===== config.mk =====
export PLATFORM = sky130hd
export DESIGN_NAME = bitmap_region_allocator
export DESIGN_NICKNAME = d
export VERILOG_FILES = /design/src/bra_pkg.sv /design/src/bitmap_region_allocator.sv /design/src/bra_ctrl.sv /design/src/bra_datapath.sv
export SDC_FILE = /design/constraint.sdc
export NUM_CORES = 2
export LEC_CHECK = 0
export BUFFER_PORTS_ARGS = -buffer_cell sky130_fd_sc_hd__buf_2
export CORE_AREA = 2 2 667 503
export CTS_BUF_LIST = sky130_fd_sc_hd__clkbuf_2 sky130_fd_sc_hd__clkbuf_4 sky130_fd_sc_hd__clkbuf_8
export CTS_CLUSTER_SIZE = 28
export DETAILED_ROUTE_END_ITERATION = 8
export DIE_AREA = 0 0 669 505
export GPL_ROUTABILITY_DRIVEN = 0
export PLACE_DENSITY_LB_ADDON = 0.05
export SLEW_MARGIN = 30
export SYNTH_ARGS = -nofsm -noshare
export SYNTH_HDL_FRONTEND = slang
export SYNTH_SLANG_ARGS = --single-unit

===== constraint.sdc =====
create_clock -name clock -period 9.1 [get_ports clock]
set_input_delay 1.82 -clock clock [delete_from_list [all_inputs] [get_ports clock]]
set_output_delay 1.82 -clock clock [all_outputs]
set_load 0.005 [all_outputs]

===== src/bra_pkg.sv =====
// types, codes and command structs of the bitmap region allocator
// no dependencies
package bra_pkg;

   localparam int POS_W = 11;

   typedef enum logic [2:0] {
      ACT_FIND_SET    = 3'd0,
      ACT_FIND_CLEAR  = 3'd1,
      ACT_SET_RANGE   = 3'd2,
      ACT_CLEAR_RANGE = 3'd3,
      ACT_ALLOC_AT    = 3'd4,
      ACT_ALLOC_FREE  = 3'd5
   } bra_action_type;

   typedef struct packed {
      logic [2:0]       action;
      logic [POS_W-1:0] position;
      logic [POS_W-1:0] length;
      logic [POS_W-1:0] limit;
   } req_word_type;

   typedef struct packed {
      logic [POS_W-1:0] index;
      logic             status;
   } rsp_word_type;

   typedef enum logic [2:0] {
      ST_IDLE,
      ST_DISPATCH,
      ST_FIND,
      ST_CHECK,
      ST_CAND_TEST,
      ST_FILL
   } bra_state_type;

   typedef enum logic [1:0] {
      BND_FIND,
      BND_POS,
      BND_CAND
   } bra_bound_type;

   typedef enum logic [1:0] {
      CUR_HOLD,
      CUR_ZERO,
      CUR_MARK,
      CUR_NEXT
   } bra_cur_op_type;

   typedef enum logic [2:0] {
      RES_ZERO_OK,
      RES_ZERO_BAD,
      RES_FOUND,
      RES_LIMIT,
      RES_POS_OK,
      RES_POS_BUSY,
      RES_CAND_OK
   } bra_res_type;

   typedef struct packed {
      logic           load;
      logic           set_bounds;
      bra_bound_type  bound_sel;
      bra_cur_op_type cur_op;
      logic           take_mark;
      logic           write;
      logic           cand_next;
      logic           res_load;
      bra_res_type    res_kind;
   } bra_cmd_type;

   typedef struct packed {
      logic [2:0] action;
      logic       hit;
      logic       pass_end;
      logic       cand_fits;
      logic       len_zero;
      logic       rsp_full;
   } bra_stat_type;

endpackage


===== src/bitmap_region_allocator.sv =====
// bitmap region allocator top level: controller plus datapath
// depends on bra_pkg, bra_ctrl, bra_datapath
//
// usage
// - req channel carries one word per operation: action, position, length, limit
// - rsp channel returns exactly one word per request: index and status
// - both channels are valid/stall; a word moves when valid is high and stall low
// - one request is worked on at a time; req_stall stays high from acceptance
//   until the response word has left the output register
// - a request passes a dispatch step, then walks the map words; a walk that ends
//   without a hit loads its result in a final step; searches and range writes start
//   at word 0 and visit at most MAP_BITS/WORD_BITS words
// - the next request is taken once rsp_valid has dropped, which needs rsp_stall low
// - allocate at takes a check walk and, if the range is free, a write walk; allocate free
//   checks candidates in rising order, continuing from the word where the previous
//   candidate failed, with a test step per candidate tried and a write walk for a fit
// - the map word read each cycle by the scan sets the rate
// - reset clears the whole map (every bit free) and drops any pending response
// - a stalled response holds in the output register; nothing else is lost
module bitmap_region_allocator
   import bra_pkg::*;
#(
   parameter int MAP_BITS  = 1024,
   parameter int WORD_BITS = 64
) (
   input  logic         clock,
   input  logic         reset,
   input  logic         req_valid,
   output logic         req_stall,
   input  req_word_type req_data,
   output logic         rsp_valid,
   input  logic         rsp_stall,
   output rsp_word_type rsp_data
);

   // command and status between sequencer and datapath
   bra_cmd_type  cmd;
   bra_stat_type stat;

   // state machine: dispatch, scan walks, candidate stepping
   bra_ctrl u_ctrl (
      .clock     (clock),
      .reset     (reset),
      .req_valid (req_valid),
      .req_stall (req_stall),
      .stat      (stat),
      .cmd       (cmd)
   );

   // map storage, masked word compare, priority encode, response register
   bra_datapath #(
      .MAP_BITS  (MAP_BITS),
      .WORD_BITS (WORD_BITS)
   ) u_datapath (
      .clock     (clock),
      .reset     (reset),
      .cmd       (cmd),
      .stat      (stat),
      .req_data  (req_data),
      .rsp_valid (rsp_valid),
      .rsp_stall (rsp_stall),
      .rsp_data  (rsp_data)
   );

endmodule


===== src/bra_ctrl.sv =====
// controller state machine of the bitmap region allocator
// depends on bra_pkg
module bra_ctrl
   import bra_pkg::*;
(
   input  logic         clock,
   input  logic         reset,
   input  logic         req_valid,
   output logic         req_stall,
   input  bra_stat_type stat,
   output bra_cmd_type  cmd
);

   bra_state_type state_ff, state_in;
   logic          accept;

   assign req_stall = !(state_ff == ST_IDLE && !stat.rsp_full);
   assign accept    = req_valid && !req_stall;

   always_ff @(posedge clock) begin
      if (reset) begin
         state_ff <= ST_IDLE;
      end else begin
         state_ff <= state_in;
      end
   end

   // next state
   always_comb begin
      state_in = state_ff;
      case (state_ff)
         ST_IDLE: begin
            if (accept) state_in = ST_DISPATCH;
         end
         ST_DISPATCH: begin
            case (stat.action)
               ACT_FIND_SET, ACT_FIND_CLEAR: state_in = ST_FIND;
               ACT_SET_RANGE, ACT_CLEAR_RANGE: state_in = ST_FILL;
               ACT_ALLOC_AT: state_in = ST_CHECK;
               ACT_ALLOC_FREE: begin
                  if (stat.len_zero || !stat.cand_fits) state_in = ST_IDLE;
                  else state_in = ST_CHECK;
               end
               default: state_in = ST_IDLE;
            endcase
         end
         ST_FIND: begin
            if (stat.hit || stat.pass_end) state_in = ST_IDLE;
         end
         ST_CHECK: begin
            if (stat.hit) begin
               if (stat.action == ACT_ALLOC_AT) state_in = ST_IDLE;
               else state_in = ST_CAND_TEST;
            end else if (stat.pass_end) begin
               state_in = ST_FILL;
            end
         end
         ST_CAND_TEST: begin
            if (stat.cand_fits) state_in = ST_CHECK;
            else state_in = ST_IDLE;
         end
         ST_FILL: begin
            if (stat.pass_end) state_in = ST_IDLE;
         end
         default: state_in = ST_IDLE;
      endcase
   end

   // outputs
   always_comb begin
      cmd           = '0;
      cmd.bound_sel = BND_FIND;
      cmd.cur_op    = CUR_HOLD;
      cmd.res_kind  = RES_ZERO_OK;
      cmd.load      = accept;
      case (state_ff)
         ST_IDLE: begin
         end
         ST_DISPATCH: begin
            cmd.set_bounds = 1'b1;
            cmd.cur_op     = CUR_ZERO;
            cmd.take_mark  = 1'b1;
            case (stat.action)
               ACT_FIND_SET, ACT_FIND_CLEAR: cmd.bound_sel = BND_FIND;
               ACT_SET_RANGE, ACT_CLEAR_RANGE, ACT_ALLOC_AT: cmd.bound_sel = BND_POS;
               ACT_ALLOC_FREE: begin
                  cmd.bound_sel = BND_CAND;
                  if (stat.len_zero) begin
                     cmd.res_load = 1'b1;
                     cmd.res_kind = RES_ZERO_OK;
                  end else if (!stat.cand_fits) begin
                     cmd.res_load = 1'b1;
                     cmd.res_kind = RES_LIMIT;
                  end
               end
               default: begin
                  cmd.res_load = 1'b1;
                  cmd.res_kind = RES_ZERO_BAD;
               end
            endcase
         end
         ST_FIND: begin
            if (stat.hit) begin
               cmd.res_load = 1'b1;
               cmd.res_kind = RES_FOUND;
            end else if (stat.pass_end) begin
               cmd.res_load = 1'b1;
               cmd.res_kind = RES_LIMIT;
            end else begin
               cmd.cur_op = CUR_NEXT;
            end
         end
         ST_CHECK: begin
            if (stat.hit) begin
               if (stat.action == ACT_ALLOC_AT) begin
                  cmd.res_load = 1'b1;
                  cmd.res_kind = RES_POS_BUSY;
               end else begin
                  cmd.cand_next = 1'b1;
               end
            end else if (stat.pass_end) begin
               cmd.cur_op = CUR_MARK;
            end else begin
               cmd.cur_op = CUR_NEXT;
            end
         end
         ST_CAND_TEST: begin
            if (stat.cand_fits) begin
               cmd.set_bounds = 1'b1;
               cmd.bound_sel  = BND_CAND;
               cmd.take_mark  = 1'b1;
            end else begin
               cmd.res_load = 1'b1;
               cmd.res_kind = RES_LIMIT;
            end
         end
         ST_FILL: begin
            if (stat.pass_end) begin
               cmd.res_load = 1'b1;
               case (stat.action)
                  ACT_ALLOC_AT: cmd.res_kind = RES_POS_OK;
                  ACT_ALLOC_FREE: cmd.res_kind = RES_CAND_OK;
                  default: cmd.res_kind = RES_ZERO_OK;
               endcase
            end else begin
               cmd.write  = 1'b1;
               cmd.cur_op = CUR_NEXT;
            end
         end
         default: begin
         end
      endcase
   end

endmodule


===== src/bra_datapath.sv =====
// map storage, word scan and result register of the bitmap region allocator
// depends on bra_pkg
module bra_datapath
   import bra_pkg::*;
#(
   parameter int MAP_BITS  = 1024,
   parameter int WORD_BITS = 64
) (
   input  logic         clock,
   input  logic         reset,
   input  bra_cmd_type  cmd,
   output bra_stat_type stat,
   input  req_word_type req_data,
   output logic         rsp_valid,
   input  logic         rsp_stall,
   output rsp_word_type rsp_data
);

   localparam int NUM_WORDS = (MAP_BITS + WORD_BITS - 1) / WORD_BITS;
   localparam int LOG_W     = $clog2(WORD_BITS);
   localparam int WA_W      = (NUM_WORDS > 1) ? $clog2(NUM_WORDS) : 1;
   localparam int CUR_W     = (LOG_W + WA_W + 1 > POS_W + 2) ? LOG_W + WA_W + 1 : POS_W + 2;
   localparam logic [CUR_W-1:0] MAP_LIM  = CUR_W'(MAP_BITS);
   localparam logic [CUR_W-1:0] WORD_INC = CUR_W'(WORD_BITS);

   logic [2:0]           act_ff;
   logic [POS_W-1:0]     pos_ff, len_ff, lim_ff, cand_ff, cand_in;
   logic [CUR_W-1:0]     lo_ff, hi_ff, lo_in, hi_in;
   logic [CUR_W-1:0]     cur_ff, cur_in, mark_cur_ff;
   logic [WA_W:0]        widx_ff, widx_in, mark_widx_ff;
   logic [WORD_BITS-1:0] map_ff [NUM_WORDS];
   logic [WORD_BITS-1:0] word, mask, hitvec;
   logic [LOG_W-1:0]     enc;
   logic [POS_W:0]       cand_end;
   logic                 rsp_valid_ff;
   rsp_word_type         rsp_data_ff, res;

   assign word     = map_ff[widx_ff[WA_W-1:0]];
   assign cand_end = {1'b0, cand_ff} + {1'b0, len_ff};

   // bits of the current word inside [lo, hi) and inside the map
   always_comb begin
      logic [CUR_W-1:0] g;
      g = '0;
      for (int b = 0; b < WORD_BITS; b++) begin
         g       = cur_ff + CUR_W'(b);
         mask[b] = (g >= lo_ff) && (g < hi_ff) && (g < MAP_LIM);
      end
   end

   assign hitvec = ((act_ff == ACT_FIND_CLEAR) ? ~word : word) & mask;

   // lowest hit bit
   always_comb begin
      enc = '0;
      for (int b = WORD_BITS - 1; b >= 0; b--) begin
         if (hitvec[b]) enc = LOG_W'(b);
      end
   end

   assign stat.action    = act_ff;
   assign stat.hit       = |hitvec;
   assign stat.pass_end  = (cur_ff >= hi_ff) || (cur_ff >= MAP_LIM);
   assign stat.cand_fits = cand_end <= {1'b0, lim_ff};
   assign stat.len_zero  = (len_ff == '0);
   assign stat.rsp_full  = rsp_valid_ff;

   always_comb begin
      lo_in = lo_ff;
      hi_in = hi_ff;
      case (cmd.bound_sel)
         BND_FIND: begin
            lo_in = CUR_W'(pos_ff);
            hi_in = CUR_W'(lim_ff);
         end
         BND_POS: begin
            lo_in = CUR_W'(pos_ff);
            hi_in = CUR_W'(pos_ff) + CUR_W'(len_ff);
         end
         BND_CAND: begin
            lo_in = CUR_W'(cand_ff);
            hi_in = CUR_W'(cand_end);
         end
         default: begin
         end
      endcase
   end

   always_comb begin
      cur_in  = cur_ff;
      widx_in = widx_ff;
      case (cmd.cur_op)
         CUR_ZERO: begin
            cur_in  = '0;
            widx_in = '0;
         end
         CUR_MARK: begin
            cur_in  = mark_cur_ff;
            widx_in = mark_widx_ff;
         end
         CUR_NEXT: begin
            cur_in  = cur_ff + WORD_INC;
            widx_in = widx_ff + (WA_W+1)'(1);
         end
         default: begin
         end
      endcase
   end

   assign cand_in = cmd.load ? '0 : (cmd.cand_next ? POS_W'(cand_end) : cand_ff);

   always_comb begin
      res = '0;
      case (cmd.res_kind)
         RES_ZERO_OK:  res = '{index: '0, status: 1'b0};
         RES_ZERO_BAD: res = '{index: '0, status: 1'b1};
         RES_FOUND:    res = '{index: POS_W'(cur_ff + CUR_W'(enc)), status: 1'b0};
         RES_LIMIT:    res = '{index: lim_ff, status: 1'b1};
         RES_POS_OK:   res = '{index: pos_ff, status: 1'b0};
         RES_POS_BUSY: res = '{index: pos_ff, status: 1'b1};
         RES_CAND_OK:  res = '{index: cand_ff, status: 1'b0};
         default:      res = '0;
      endcase
   end

   always_ff @(posedge clock) begin
      if (cmd.load) begin
         act_ff <= req_data.action;
         pos_ff <= req_data.position;
         len_ff <= req_data.length;
         lim_ff <= req_data.limit;
      end
      if (cmd.set_bounds) begin
         lo_ff <= lo_in;
         hi_ff <= hi_in;
      end
      if (cmd.take_mark) begin
         mark_cur_ff  <= cur_in;
         mark_widx_ff <= widx_in;
      end
      cand_ff <= cand_in;
      cur_ff  <= cur_in;
      widx_ff <= widx_in;
      if (cmd.res_load) rsp_data_ff <= res;
   end

   // map words, all free after reset
   always_ff @(posedge clock) begin
      if (reset) begin
         for (int w = 0; w < NUM_WORDS; w++) map_ff[w] <= '0;
      end else if (cmd.write) begin
         if (act_ff == ACT_CLEAR_RANGE) map_ff[widx_ff[WA_W-1:0]] <= word & ~mask;
         else map_ff[widx_ff[WA_W-1:0]] <= word | mask;
      end
   end

   always_ff @(posedge clock) begin
      if (reset) begin
         rsp_valid_ff <= 1'b0;
      end else if (cmd.res_load) begin
         rsp_valid_ff <= 1'b1;
      end else if (!rsp_stall) begin
         rsp_valid_ff <= 1'b0;
      end
   end

   assign rsp_valid = rsp_valid_ff;
   assign rsp_data  = rsp_data_ff;

endmodule


# Word level (Yosys, flattened, before mapping)
# Memory sizes are Yosys's and may differ from the RTL's. A register that Yosys moved wholly into a read port is not among the register bits.
# Index checks and enable logic that the tools add are counted.
[classes]
n_addsub = 68
multipliers = 0
div = 0
magnitude_cmp = 195
eq_ne = 26
shifts = 0
n_mux = 120
bitwise_logic = 6
n_reduce_logical = 152
[op_table]
columns = ["cell", "n"]
rows = [
  ["$ge 13x13->1", 65],
  ["$lt 13x11->1 const B", 64],
  ["$lt 13x13->1", 64],
  ["$add 13x6->13 const B", 32],
  ["$mux 6", 64],
  ["$add 13x5->13 const B", 16],
  ["$mux 64", 3],
  ["$logic_and 1x1->1", 130],
  ["$and 64x64->64", 2],
  ["$not 64->64", 2],
  ["$reduce_or 64->1", 2],
  ["$add 13x4->13 const B", 8],
  ["$pmux 13 s3", 2],
  ["$pmux 12 s6", 1],
  ["$or 64x64->64", 1],
  ["$add 13x3->13 const B", 4],
  ["$mux 4", 7],
  ["$add 13x2->13 const B", 2],
  ["$pmux 13 s2", 1],
  ["$add 11x11->12", 2],
  ["$eq 3x3->1 const B", 7],
  ["$mux 3", 7],
  ["$pmux 4 s5", 1],
  ["$mux 1", 19],
  ["35 further kinds", 61],
]
[totals]
ff_bits = 125
latchBits = 0
ram_bits = 1024
romBits = 0
input_bits = 40
output_inout_bits = 14
wordCells = 583
n_memories = 1
[memory_table]
columns = ["name", "words", "width", "rd", "rd_ports_with_merged_regs", "wr", "line_no", "text"]
rows = [
  ["u_datapath.map_ff", 16, 64, 1, 1, 16, "bra_datapath.sv:31", "logic [WORD_BITS-1:0] map_ff [NUM_WORDS];"],
]

# Depth between registers and ports, before layout
[logic_depth]
depth_word = 71
ltp_mapped = 36
depth_no_buf = 33

# By module
# A second synthesis with hierarchy kept.
[unflattened]
hier_cells = 7630
area_unflattened_um2 = 82529.2
[modules_own_cells]
columns = ["module", "instances", "cells_each", "area_each_um2", "seq_area_each_um2"]
rows = [
  ["bra_datapath", 1, 7552, 82019.9, 33972.6],
  ["bra_ctrl", 1, 78, 509.2, 60.1],
]

# Worst setup path before layout
# OpenSTA, ideal clock, no wires.
[synth_path]
path_kind = "register to register"
startpoint = "register u_datapath.cur_ff[4]"
endpoint = "register u_datapath.rsp_data_ff, in the netlist u_datapath.rsp_data[8], data pin"
setup_ns = 0.261
t_arrival_ns = 6.772
required_time_ns = 8.839
slack_ns = 2.066
stages_incl_launch_ff = 34
path_buffers = 5
synth_period_minus_slack_ns = 7.034
cell_sequence = "dfxtp_1 > clkbuf_1 > inv_1 > clkbuf_1 > ha_1 > clkbuf_1 > clkbuf_1 > clkbuf_1 > nand2_1 > nand2_1 > xnor2_1 > ha_1 > nor2b_1 > o31a_1 > a2111oi_0 > nand4_1 > a32oi_1 > a221oi_1 > nor4b_1 > o21a_1 > o2111ai_1 > a41oi_1 > o221a_2 > ha_1 > a21o_1 > a21o_1 > a21o_1 > a21oi_1 > nor2b_1 > o21ai_0 > xnor2_1 > nor2_1 > mux2i_1 > o21ai_1"
[synth_lines]
columns = ["item", "line_no", "text"]
rows = [
  ["start: declaration", "bra_datapath.sv:29", "logic [CUR_W-1:0] cur_ff, cur_in, mark_cur_ff;"],
  ["start signal: assignment", "bra_datapath.sv:142", "cur_ff <= cur_in;"],
  ["end signal: assignment", "bra_datapath.sv:144", "if (cmd.res_load) rsp_data_ff <= res;"],
  ["end: declaration", "bra_datapath.sv:36", "rsp_word_type rsp_data_ff, res;"],
]

==> results.yml <==
floorplan:
  die_w_um: 669
  dieHeight_um: 505
  die-area_um2: 338000
  start_util_pct: 25.0
  rows: 183
  io_pins: 54
  coreArea_um2: 331000
routing:
  drtPass1Iterations: 6
  drt_iter0_drc: 7323
  vias: 67100
  viasPerCell: 5.41
  ant_nets: 0
  routedWlPerCell_um: 34.2
  drc_errors: 0
  finalWirelength_um: 425000
synthesis:
  ys_seq_elements: 1144
  synth_ff_type: "edfxtp_1"
  synth.distinct_cells: 104
  synthCells: 7595
  ys_warn_count: 0
  synth_common_cells: "1370 x nor2_1, 1112 x edfxtp_1, 1026 x ha_1"
  async_flop_share_pct: 0
  synth_area_leaders: "edfxtp_1 40%, ha_1 16%, mux4_2 8.2%"
  syn_nets: 8664
  syn_avg_cell_area_um2: 10.9
  yosysMostFrequentCell: "nor2_1"
  ys_seq_area_share_pct: 41.2
  yosysTopAreaCell: "edfxtp_1"
  synth_area_um2: 82600
  synth-edff-count: 1112
  synth_top_area_share_pct: 40.4
cts:
  clk_path_buf_depth: 4
  cts_resized: 0
  htreeDepth: 4
  post_cts_buffers: 0
  ctsHoldBuffers: 0
  clockRootBuffer: "clkbuf_8"
  clk_pin_slew_ns: 0.07
  cts_tree: "done"
  insertion_delay_ns: 1.01
  clock_sinks: 1144
  numCtsBuffers: 212
critical_path:
  crit_path_start_kind: "register"
  cp-end-kind: "register"
  critPathMaxStageDelay_ns: 0.75
  cp_max_fo: 9
  worstPathArrival_ns: 9.59
  worstPathRequired_ns: 9.82
  slowest_stage: "dfxtp_1"
  path_class: "reg2reg"
  path_delay_family: "compound AO/OA/AOI/OAI gates"
  critical_path_buf_inv_count: 4
sta:
  slew_headroom_pct: 15.9
  fmax_ghz: 0.113
  final-max-slew-violation-count: 0
  hold_violations: 0
  tightest_slew_ns: 1.24
  fin_skew_ns: 0.122
  fin_tns_setup_ns: 0
  fin_crit_sh_pct: 97.5
  rsz0062_at_grt: "no"
  finalSetupViolations: 0
  fin_crit_ns: 8.87
global_route:
  grt_pass1_wl_um: 578000
  track_usage_pct: 24.6
  grt_pass1_vias: 66800
  grt_max_degree: 69
  antenna_found_initial: 42
  gr-total-overflow: 0
power_and_ir_drop:
  power.density_nw_per_um2: 360
  p_total_mw: 34.1
  ir_worst_vdd_uv: 196
  p_leak_nw: 36.8
cells_and_area:
  drive_gt1_share_pct: 15.8
  nets: 8872
  regArea_um2: 34100
  multiInputGateArea_um2: 46300
  area_growth_syn_to_layout_pct: 14.5
  nFillCells: 34200
status:
  status: "finished, final reports clean"
hold_path:
  hp-class: "reg2reg"
job:
  cap_violations: 0
place:
  io_buffers: 53
  dpl.hpwl_um: 294000
-- routing by layer --
metal	part of all wire (%)	global-route usage (%)	up-vias	routed length (um)
met2	41	35.3	2781	175000
met1	50	38.3	34900	213000
li1	-	-	29000	-
met3	6.9	4.09	426	29200
met4	2.0	4.55	2	8370
met5	0.0031	0	-	13
-- stage by stage --
| stage | setup slack (ns) | area (um^2) | std cells | hold WS, ns | utilization [%] |
|---|---|---|---|---|---|
| finish | 0.231 | 94500 | 12400 | 0.509 | 28.6 |
| floorplan | 2.07 | 82600 | 7595 | 0.454 | - |
| CTS | 0.0780 | 94500 | 12400 | 0.501 | 28.6 |
| detailed placement | 0.119 | 90500 | 12000 | 0.480 | 27.4 |
| global route | 0.0775 | 94500 | 12400 | 0.525 | 28.6 |
| global placement | -0.969 | 90300 | 12000 | 0.476 | 27.3 |
-- cells by family (layout without fill, tap and decap cells) --
family,after synthesis,in the layout,synth area share (%)
flops,1144,1144,41.2
xor+xnor,507,507,5.38
mux,416,416,9.65
compound gates,1494,1494,12.1
fa+ha+maj,1029,1029,15.6
other cells,0,16,0
simple gates,2325,2325,12.6
buf+inv,680,1039,3.45
-- worst paths after layout --
kind	from	to	slack (ns)	depth (start not counted)
worst max-delay path	u_datapath.cur_ff[0]	u_datapath.rsp_data[11]	0.23	33
worst min-delay path	u_datapath.mark_cur_ff[10]	u_datapath.cur_ff[10]	0.51	2
worst max register to register	u_datapath.cur_ff[0]	u_datapath.rsp_data[11]	0.23	33
worst min register to register	u_datapath.mark_cur_ff[10]	u_datapath.cur_ff[10]	0.51	2
-- where the power goes --
| group | switching [mW] | leakage, nW | total (mW) | internal [mW] |
|---|---|---|---|---|
| Clock | 2.34 | 2.09 | 4.92 | 2.58 |
| Sequential | 0.431 | 11.7 | 6.61 | 6.18 |
| Combinational | 15.1 | 23.0 | 22.5 | 7.46 |
| Total | 17.8 | 36.8 | 34.1 | 16.2 |
-- placed cells by master (no fill, tap or decap), drive strengths merged, types with 137 or more instances in the layout --
master / count
a21o: 137
clkbuf: 282
nor2: 1370
edfxtp: 1112
nand2: 288
inv: 224
mux4: 302
xnor2: 443
o21ai: 302
a21oi: 348
buf: 448
ha: 1026
-- area by class of cell --
cell class | count | share of cell area [%]
clock inverters | 83 | 0.495
well taps | 4440 | 5.88
diodes | 16 | 0.0423
flip-flops and latches | 1144 | 36.0
inverters | 226 | 0.934
clock buffers | 282 | 3.69
repair buffers | 448 | 3.96
multi-input cells | 5771 | 49.0
-- worst reg2reg max path: cells and delay by family, from the launching register on --
kind	cells	cell delay, ns
AO/OA/AOI/OAI	14	3.23
XOR/XNOR	2	0.54
adder cells (fa/ha/maj)	4	1.63
buffers and inverters	4	0.87
flip-flops	1	0.75
multiplexers	1	0.17
AND/OR/NAND/NOR	8	1.42
-- registers in the layout, indices dropped and copies added (netlist names) --
register / cells
u_datapath.lim_ff: 11
u_datapath.lo_ff: 11
u_datapath.mark_widx_ff: 4
u_datapath.rsp_data: 12
u_ctrl.state_ff: 3
u_datapath.mark_cur_ff: 13
u_datapath.cand_ff: 11
u_datapath.len_ff: 11
u_datapath.widx_ff: 4
u_datapath.pos_ff: 11
u_datapath.hi_ff: 12
u_datapath.rsp_valid: 1
u_datapath.map_ff: 1024
u_datapath.act_ff: 3
u_datapath.cur_ff: 13
Power figures use the tool's default switching activity.
